===== src/hdl/pirc_pkg.sv =====
// Shared types and constants of the packet insertion rate controller.
package pirc_pkg;

  localparam int unsigned RateWidthDef  = 32;
  localparam int unsigned CountWidthDef = 32;

  localparam int unsigned AccelW  = 8;
  localparam int unsigned SampleW = 32;
  localparam int unsigned DiffW   = 64;
  localparam int unsigned DivW    = 64;
  localparam int unsigned WaitW   = 16;
  localparam int unsigned PctW    = 10;
  localparam int unsigned CountInW = 16;
  localparam int unsigned BitRateW = 32;

  localparam logic [6:0] PERCENT_SCALE = 7'd100;

  localparam logic [WaitW-1:0] WAIT_ALERT_RST = 16'd16;
  localparam logic [PctW-1:0]  RESET_PCT_RST  = 10'd10;

  localparam logic CFG_WAIT_ALERT = 1'b0;
  localparam logic CFG_RESET_PCT  = 1'b1;

  localparam logic [2:0] REQ_MAIN_RATE = 3'd0;
  localparam logic [2:0] REQ_SUB_RATE  = 3'd1;
  localparam logic [2:0] REQ_MAIN_PKTS = 3'd2;
  localparam logic [2:0] REQ_SUB_PKTS  = 3'd3;
  localparam logic [2:0] REQ_QUERY     = 3'd4;

  typedef enum logic {
    OP_MUL,
    OP_DIV
  } unit_op_e;

  typedef struct packed {
    logic     start;
    unit_op_e op;
  } unit_req_t;

endpackage


===== src/hdl/pirc_seq_unit.sv =====
// Shared bit-serial multiply and restoring divide unit.
module pirc_seq_unit import pirc_pkg::*; #(
  parameter int unsigned RATE_WIDTH  = RateWidthDef,
  parameter int unsigned COUNT_WIDTH = CountWidthDef,
  localparam int unsigned ProdW = COUNT_WIDTH + AccelW + RATE_WIDTH,
  localparam int unsigned ResW  = (ProdW > DivW) ? ProdW : DivW,
  localparam int unsigned BW    = (RATE_WIDTH > SampleW) ? RATE_WIDTH : SampleW
) (
  input  logic            clk_i,
  input  logic            rst_ni,
  input  unit_req_t       req_i,
  input  logic [DivW-1:0] a_i,
  input  logic [BW-1:0]   b_i,
  output logic            done_o,
  output logic [ResW-1:0] res_o
);

  localparam int unsigned CntW = $clog2(DivW + 1);

  logic              busy_q;
  logic              done_q;
  unit_op_e          op_q;
  logic [CntW-1:0]   cnt_q;
  logic [ResW-1:0]   acc_q, acc_d;
  logic [DivW-1:0]   a_q;
  logic [BW-1:0]     b_q;
  logic [SampleW-1:0] rem_q, rem_d;
  logic [SampleW:0]  rem_sh;
  logic [SampleW:0]  rem_sub;
  logic              ge;

  always_comb begin
    rem_sh  = {rem_q, acc_q[DivW-1]};
    ge      = (rem_sh >= {1'b0, b_q[SampleW-1:0]});
    rem_sub = rem_sh - {1'b0, b_q[SampleW-1:0]};
    if (op_q == OP_MUL) begin
      acc_d = (acc_q << 1) + (b_q[RATE_WIDTH-1] ? ResW'(a_q) : '0);
      rem_d = rem_q;
    end else begin
      acc_d = {acc_q[ResW-2:0], ge};
      rem_d = ge ? rem_sub[SampleW-1:0] : rem_sh[SampleW-1:0];
    end
  end

  always_ff @(posedge clk_i or negedge rst_ni) begin
    if (!rst_ni) begin
      busy_q <= 1'b0;
      done_q <= 1'b0;
      op_q   <= OP_MUL;
      cnt_q  <= '0;
      acc_q  <= '0;
      a_q    <= '0;
      b_q    <= '0;
      rem_q  <= '0;
    end else begin
      done_q <= busy_q && !req_i.start && (cnt_q == CntW'(1));
      if (req_i.start) begin
        busy_q <= 1'b1;
        op_q   <= req_i.op;
        cnt_q  <= (req_i.op == OP_MUL) ? CntW'(RATE_WIDTH) : CntW'(DivW);
        acc_q  <= (req_i.op == OP_DIV) ? ResW'(a_i) : '0;
        a_q    <= a_i;
        b_q    <= b_i;
        rem_q  <= '0;
      end else if (busy_q) begin
        acc_q <= acc_d;
        rem_q <= rem_d;
        // The multiplier bits are scanned from the top; the divisor stays put.
        if (op_q == OP_MUL) begin
          b_q <= b_q << 1;
        end
        cnt_q <= cnt_q - CntW'(1);
        if (cnt_q == CntW'(1)) begin
          busy_q <= 1'b0;
        end
      end
    end
  end

  assign done_o = done_q;
  assign res_o  = acc_q;

endmodule


===== config.mk =====
export PLATFORM = sky130hd
export DESIGN_NAME = pirc_seq_unit
export DESIGN_NICKNAME = d
export VERILOG_FILES = /design/src/hdl/pirc_pkg.sv /design/src/hdl/pirc_seq_unit.sv
export SDC_FILE = /design/constraint.sdc
export NUM_CORES = 1
export LEC_CHECK = 0
export BUFFER_PORTS_ARGS = -buffer_cell sky130_fd_sc_hd__buf_4
export CAP_MARGIN = 5
export CORE_MARGIN = 2
export CORE_UTILIZATION = 54
export DETAILED_ROUTE_END_ITERATION = 10
export GPL_ROUTABILITY_DRIVEN = 0
export GPL_TIMING_DRIVEN = 0
export PLACE_DENSITY = 0.77
export SETUP_SLACK_MARGIN = 0.3
export SYNTH_ARGS = -nofsm -noshare
export SYNTH_HDL_FRONTEND = slang
export SYNTH_SLANG_ARGS = --single-unit

===== constraint.sdc =====
create_clock -name clk_i -period 3.2 [get_ports clk_i]
set_clock_uncertainty 0.05 [all_clocks]
set_input_delay 0.96 -clock clk_i [delete_from_list [all_inputs] [get_ports clk_i]]
set_output_delay 0.96 -clock clk_i [all_outputs]
set_load 0.02 [all_outputs]

# Word-level counts from Yosys, hierarchy flattened
# Index checks and enable logic that the tools add are counted.
# Widths: inputs -> output; s select.
# totals
inputBits,100
ff_bits,210
# classes
n_lt_le_gt_ge,1
muxes,18
n_reduce_logical,7
add_sub_neg,3
eq_ne,2
# ops
op,count
$mux 32,7
$mux 72,3
$mux 64,2
$add 72x64->72,1
$ge 33x32->1,1
$sub 32x32->32,1
$mux 7,3
$eq 7x1->1 const B,1
$sub 7x1->7 const B,1
$reduce_and 2->1,2
$reduce_bool 2->1,2
$mux 1,3
$logic_and 1x1->1,2
$ne 2x2->1 const B,1
$logic_not 1->1,1

# Logic depth before layout (Yosys ltp)
# Gate-level depths: netlist of the first run.
# logic_depth
ltp_word,5
ltp_mapped,15

# Least setup slack after synthesis of the first run
# OpenSTA, ideal clock, no wires.
# synth_path
path_type,flip-flop to flip-flop
startpoint,register b_q[31]
endpoint,register acc_q[67] (netlist: res_o[67])
period_less_slack_ns,3.449
stages_incl_launch_ff,15
required_ns,3.025
n_path_buf,2
t_arrival_ns,3.273
path_slack_ns,-0.249
cell_sequence,dfrtp_1 -> clkbuf_1 -> clkbuf_1 -> and2_1 -> ha_1 -> a21oi_1 -> o21ai_0 -> o41ai_1 -> o22ai_1 -> a311o_1 -> a31o_2 -> a31oi_1 -> nand2_1 -> mux2i_1 -> a2111oi_0
# synth_via
elab_chain_len,5
# synth_rtl
element,line_no,rtl
start: declaration,pirc_seq_unit.sv:26,logic [BW-1:0] b_q;
start signal: assignment,pirc_seq_unit.sv:63,b_q <= b_i;
start signal: assignment,pirc_seq_unit.sv:70,b_q <= b_q << 1;
$mux 64,pirc_seq_unit.sv:37,acc_d = (acc_q << 1) + (b_q[RATE_WIDTH-1] ? ResW'(a_q) : '0);
$add 72x64->72,pirc_seq_unit.sv:37,
$mux 72,pirc_seq_unit.sv:36,if (op_q == OP_MUL) begin
$mux 72,pirc_seq_unit.sv:65,end else if (busy_q) begin
$mux 72,pirc_seq_unit.sv:57,if (req_i.start) begin
end signal: assignment,pirc_seq_unit.sv:61,acc_q <= (req_i.op == OP_DIV) ? ResW'(a_i) : '0;
end: declaration,pirc_seq_unit.sv:24,"logic [ResW-1:0] acc_q, acc_d;"
# Every way passes these cells. The select of a mux whose other input is x is not followed.
# A chain may end at the register's enable or synchronous reset.

# Worst setup path after layout of the first run
# layout_path
startpoint,register b_q[31]
endpoint,register acc_q[58] (netlist: res_o[58])
# The elaborated chain is that of the path after synthesis.

==> results.md, run 1 <==
- Most frequent cell after synthesis: dfrtp_1
- Final setup fails: 46
- Fin crit share: 116%
- CTS Root Cell: clkbuf_16
- Synth area leaders: dfrtp_1 (34%), ha_1 (8.0%), a21oi_1 (4.8%)
- Worst setup path start: b_q[31]
- Layout cells sized above 1: between 30% and 40%
- First-pass GRT wire length: 80.6 mm
- DRT iter0 DRCs: roughly 2000
- Antenna-violating nets left: 0
- Ys flop type: dfrtp_1
- R2r setup slk: -0.52 ns
- CTS tree: yes
- Clock slew seen by the registers of the worst setup and hold paths: approximately 0.060 ns
- CTS sink count: 210
- Outcome: complete, but fails checks
- Post-layout util: approximately 76%
- CP Data Arrival Time: just over 4 ns
- Power Total: roughly 14 mW
- Slew HR: between 20% and 30%
- Gr usage total: 34.4%
- Per-cell routed wire length: 23.1 µm
- Sequential-to-total area share from yosys stat: 34.5%
- Worst IR Drop VDD: 0.574 mV
- Max-Cap Viols: 0
- Post-DP HPWL: between 30 and 40 mm
- Depth of the CTS H-tree: 1
- Top cell type by total area after synthesis: dfrtp_1
- Syn Std Cell Area: roughly 15000 µm²
- Post-synthesis cell type count: 86
- Setup crit end kind: flop
- Core Rows: 61
- Static Leak: around 9.6 nW
- Vias per inst: between 6 and 7
- Vias: roughly 16000
- Die area: 29600 µm²
- Die Wd: ~170 µm
- Max Clk Rate: roughly 270 MHz
- Final Slew Violations: 0
- Hold_buf cts: 0
- Aggregate routed wire length: between 50 and 60 mm
- Final instance area: around 21000 µm²
- PwrDens: between 600 and 700 nW/µm²
- Top cell type's share of synthesized area: between 30% and 40%
- Cts bufs inserted: 25
- Failing checks: negative setup slack
- Number of synthesized register bits: 210
- WS Path Type: reg -> reg
- Synth Warn #: 0
- Remaining DRCs: 0
- Core footprint: around 28000 µm²
- Crit Reg-Reg Endpoint: res_o[58]
- Worst Setup EP: res_o[58]
- Slew @ Worst Pin: between 1 and 1.5 ns
- Crit path max fanout: 10
- Metal3 WL: about 5.6 mm
- Startpoint Class: flop
- Reg2reg path depth: 15
- Synthesized instance count: around 1700
- Initial antenna violation count: 1
- Unrepaired setup endpoints after global routing: true
- Post-route setup slack: -0.521 ns
- Ports: about 170
- Pin count of the biggest net entering global routing: roughly 110
- Syn Nets: slightly below 2000
- Commonest cells post-synth: dfrtp_1 (210), nand2_1 (168), a21oi_1 (147), nor2_1 (136), ha_1 (97)
- Metal2 WL: 25.3 mm
- Post-placement cell area: about 18000 µm²
- Reg2reg start: b_q[31]
- Vias in the first global route: around 15000
- DIE HEIGHT: around 170 µm
- Clk_lat worst skew: 0.54 ns
- Hold Worst Slack: between 0.4 and 0.5 ns
- Aggregate global routing overflow: 0
- Worst min path class: in -> async
- Syn Area/Cell: between 8 and 9 µm²
- Top Metal Used: met4
- PortBufs: 172
- Layout Nets: 2252
- Critical path data required time: approximately 3.6 ns
- CTS max path bufs: 3
- Number of synthesized flops with an enable pin: 0
- M1 WL: roughly 22 mm
- Hold Vio Cnt, Final: 0
- Synth async-reset ratio: 100%
- TNS Setup: -14.90 ns
- Final Critical Period: between 3 and 4 ns
- Area delta synth->final: 39.1%
- Initial Util: between 50% and 60%
- DRT Pass-1 Iters: 6
## critical path, stage by stage (launching register included)
cell      delay [ns]
dfrtp_2         0.45
buf_4           0.20
and2_1          0.16
ha_1            0.27
buf_4           0.18
a21o_1          0.22
a31oi_1         0.18
or4_4           0.16
o211ai_4        0.08
buf_4           0.16
o31ai_2         0.35
o21ai_2         0.15
a21oi_2         0.32
o221ai_2        0.19
nand4_1         0.13
or3b_1          0.35
## logic make-up after synthesis
logic type	Yosys count	synth area share [%]
compound gates	532	23.8
xor+xnor	88	5.05
fa+ha+maj	99	8.22
buf+inv	177	4.63
flops	210	34.5
mux	110	7.75
simple gates	519	16.1
## per-stage QoR
| step | std cells | setup slack (ns) |
|---|---|---|
| floorplan | 1735 | -0.00275 |
| global placement | 2285 | -0.653 |
| detailed placement | 2286 | -0.695 |
| CTS | 2408 | -0.425 |
| global route | 2449 | -0.636 |
| finish | 2449 | -0.521 |
## layer usage
metal	track usage, %	vias up
met3	5.24	275
met5	0	-
met2	53.7	1045
li1	-	7014
met4	14.8	0
met1	47.7	7912
## layout by cell type, fill, tap and decap left out, types with 59 or more instances in the layout
cell type  netlist  final
inv_1           67     59
and2_1          66     59
ha_1            97     63
buf_4            1    254
nor2_1         136    128
mux2_2          64     64
clkbuf_1        82     63
nand2_1        168    158
dfrtp_1        210    207
o21ai_0         95     74
a21oi_1        147     92
## where the power goes
part / internal, mW / switching, mW
sequential: 3.15 / 0.602
clock: 1.83 / 1.19
combinational: 2.98 / 4.10
total: 7.96 / 5.89
## timing repair
action / CTS / global route
pin swaps: 123 / 96
setup buffers: 72 / 40
gates resized for setup: 220 / 172
setup endpoints to repair: 138 / 113
gates cloned: 6 / 0
## layout make-up
cell class | instances | area [µm²]
multi-input cells | 1348 | 11300
fillers | 1820 | 6570
flip-flops and latches | 210 | 5260
repair buffers | 291 | 2420
clock buffers | 37 | 741
plain buffers | 109 | 663
well taps | 378 | 473
inverters | 68 | 255
clock inverters | 7 | 110
diodes | 1 | 2.50
## registers in the layout, summed over array words and instances (netlist names)
register	cells
op_q	1
done_o	1
rem_q	32
a_q	64
res_o	72
cnt_q	7
b_q	32
busy_q	1
## how the worst min path moves through the flow
stage               depth (start not counted)         to
floorplan                                   2  rem_q[31]
global placement                            1    a_q[49]
detailed placement                          1    a_q[59]
CTS                                         1    a_q[15]
global route                                1    a_q[29]
finish                                      1  res_o[42]
No activity file was read; power rests on OpenSTA's default activity.
==> run 2, diff against run 1 <==
--- a/config.mk
+++ b/config.mk
@@ -5,14 +5,14 @@
 export SDC_FILE = /design/constraint.sdc
 export NUM_CORES = 1
 export LEC_CHECK = 0
-export BUFFER_PORTS_ARGS = -buffer_cell sky130_fd_sc_hd__buf_4
 export CAP_MARGIN = 5
 export CORE_MARGIN = 2
-export CORE_UTILIZATION = 54
+export CORE_UTILIZATION = 59
 export DETAILED_ROUTE_END_ITERATION = 10
+export DONT_BUFFER_PORTS = 1
 export GPL_ROUTABILITY_DRIVEN = 0
 export GPL_TIMING_DRIVEN = 0
-export PLACE_DENSITY = 0.77
+export PLACE_DENSITY = 0.78
 export SETUP_SLACK_MARGIN = 0.3
 export SYNTH_ARGS = -nofsm -noshare
 export SYNTH_HDL_FRONTEND = slang
==> run 2 against run 1 <==
Effect of this change: the flow still finishes with violations (negative setup slack); critical path depth decreased by 1; global-route usage increased by 3.5 points; combinational power decreased by 16%; final area decreased by 7.9%; wire length decreased by 0.61%; fmax decreased by 3.6%; setup slack got worse by 0.14 ns; power decreased by 5.7%; final cell count decreased by 9.0%.
==> results.md, run 2 (synthesis gave the netlist of run 1 again) <==
- Die Wd: 165 µm
- Gr usage total: 37.9%
- R2r setup slk: -0.66 ns
- Core Rows: between 50 and 60
- Final std cells w/o fill: approximately 2200
- Crit path max fanout: 6
- Max Clk Rate: 259 MHz
- TNS Setup: -18.54 ns
- Most common cell after layout, fill and taps aside: dfrtp_1
- Aggregate routed wire length: around 56 mm
- Initial Util: between 60% and 70%
- Clk_lat worst skew: 0.54 ns
- CTS max path bufs: 3
- Ports: roughly 170
- Combinational power share: between 40% and 50%
- Cts bufs inserted: 25
- Area delta synth->final: 28.1%
- First-pass GRT wire length: about 81 mm
- Layout Nets: approximately 2100
- CTS sink count: 210
- Placement Setup Slack: -0.740 ns
- Initial antenna violation count: 2
- DRT iter0 DRCs: approximately 2100
- Vias: 15800
- Aggregate global routing overflow: 0
- PwrDens: between 600 and 700 nW/µm²
- Clock group share of total power: 22.3%
- Layout cells sized above 1: 27.4%
- Depth of the CTS H-tree: 1
- Max-Cap Viols: 0
- Hold Vio Cnt, Final: 0
- Failing checks: negative setup slack
- Antenna-violating nets left: 0
- Max reg flops: 72
- CP Data Arrival Time: between 4 and 5 ns
- DIE HEIGHT: approximately 160 µm
- PortBufs: 0
- Reg2reg path depth: 14
- Remaining DRCs: 0
- Final Critical Period: 3.86 ns
- Outcome: complete, but fails checks
- Per-cell routed wire length: between 20 and 30 µm
- Static Leak: between 8 and 9 nW
- Post-placement cell area: 16100 µm²
- Slew @ Worst Pin: around 1.2 ns
- Die area: 27100 µm²
- Seq. cell area: approximately 5300 µm²
- Final Slew Violations: 0
- CTS Root Cell: clkbuf_16
- Dpl cells: roughly 2100
- Post-route setup slack: -0.662 ns
- Net Sw Frac: approximately 43%
- Pin count of the biggest net entering global routing: 211
- Final setup fails: 50
- Slew HR: ~18%
- Reg2reg start: b_q[31]
- Vias in the first global route: roughly 15000
- Fillers: approximately 1500
- Clock slew seen by the registers of the worst setup and hold paths: 0.06 ns
- P_sw: about 5.7 mW
- Flop pwr share: around a third
- Power Total: ~13 mW
- Worst min path class: in -> async
- Startpoint Class: flop
- Unrepaired setup endpoints after global routing: true
- Hold Worst Slack: about 0.071 ns
- Post-layout util: 77.3%
- Crit Reg-Reg Endpoint: res_o[58]
- DRT Pass-1 Iters: 8
- Most frequent cells in the layout: dfrtp_1 (206), nand2_1 (158), nor2_1 (127)
- Footprint of the multi-input gates: 11000 µm²
- Number of antenna diodes: 0
- Cell internal pwr: 7.38 mW
- WS Path Type: reg -> reg
- Worst IR Drop VDD: 0.585 mV
- Fin crit share: 121%
- Critical path data required time: between 3 and 4 ns
- Setup crit end kind: flop
- Core footprint: 25300 µm²
- Post-DP HPWL: approximately 33 mm
- Final instance area: between 15000 and 20000 µm²
- CTS tree: yes
- Vias per inst: 7.09
==> run 2: power by group through the flow <==
stage               clock [mW]  combinational (mW)  sequential, mW
global placement             0                4.30            4.15
finish                    2.92                5.96            4.19
floorplan                    0                3.58            3.94
CTS                       2.91                5.16            4.14
global route              3.02                6.33            4.25
detailed placement           0                4.41            4.17
==> run 2: final cells by class <==
cell class                 count  share of cell area, %
sequential                   210                   26.9
tap                          330                   2.11
inverter                      68                   1.31
clock buffer                  36                   3.77
timing repair buffer         120                   5.77
multi-input combinational   1348                   56.4
clock inverter                 8                  0.461
buffer                       109                   3.24
==> run 2: metal layers <==
layer  GRT usage, %  share of wire, %  up-vias
li1               -                 -     6659
met1           48.8                36     7586
met2           57.8                44     1196
met3           11.2                13      354
met4           19.6               7.2        4
met5              0             0.046        -
==> run 2: what timing repair did <==
item / CTS / global route
setup buffers: 77 / 36
endpoints found under the setup margin: 118 / 99
pin swaps: 119 / 85
cloned: 7 / 0
gates resized for setup: 222 / 117
hold buffers: 0 / 0
==> run 2: worst max path at each step <==
stage	startpoint	to	slack, ns	cells past startpoint
after floorplan	b_q[31]	res_o[67]	-0.003	15
after global placement	b_q[31]	res_o[58]	-0.72	14
after detailed placement	b_q[31]	res_o[58]	-0.74	14
after CTS	b_q[31]	res_o[70]	-0.45	16
after global routing	b_q[31]	res_o[68]	-0.73	15
final	b_q[31]	res_o[58]	-0.66	14
==> run 2: worst max-delay path: stages, from the launching register on <==
cell	delay [ns]
dfrtp_2	0.45
buf_8	0.17
clkbuf_16	0.16
and2_4	0.14
ha_4	0.23
a21o_1	0.22
a21o_1	0.20
a21oi_2	0.25
o211ai_4	0.15
o31ai_1	0.50
o21ai_2	0.21
a21oi_2	0.33
o221ai_2	0.20
nand4_1	0.12
or3b_1	0.34
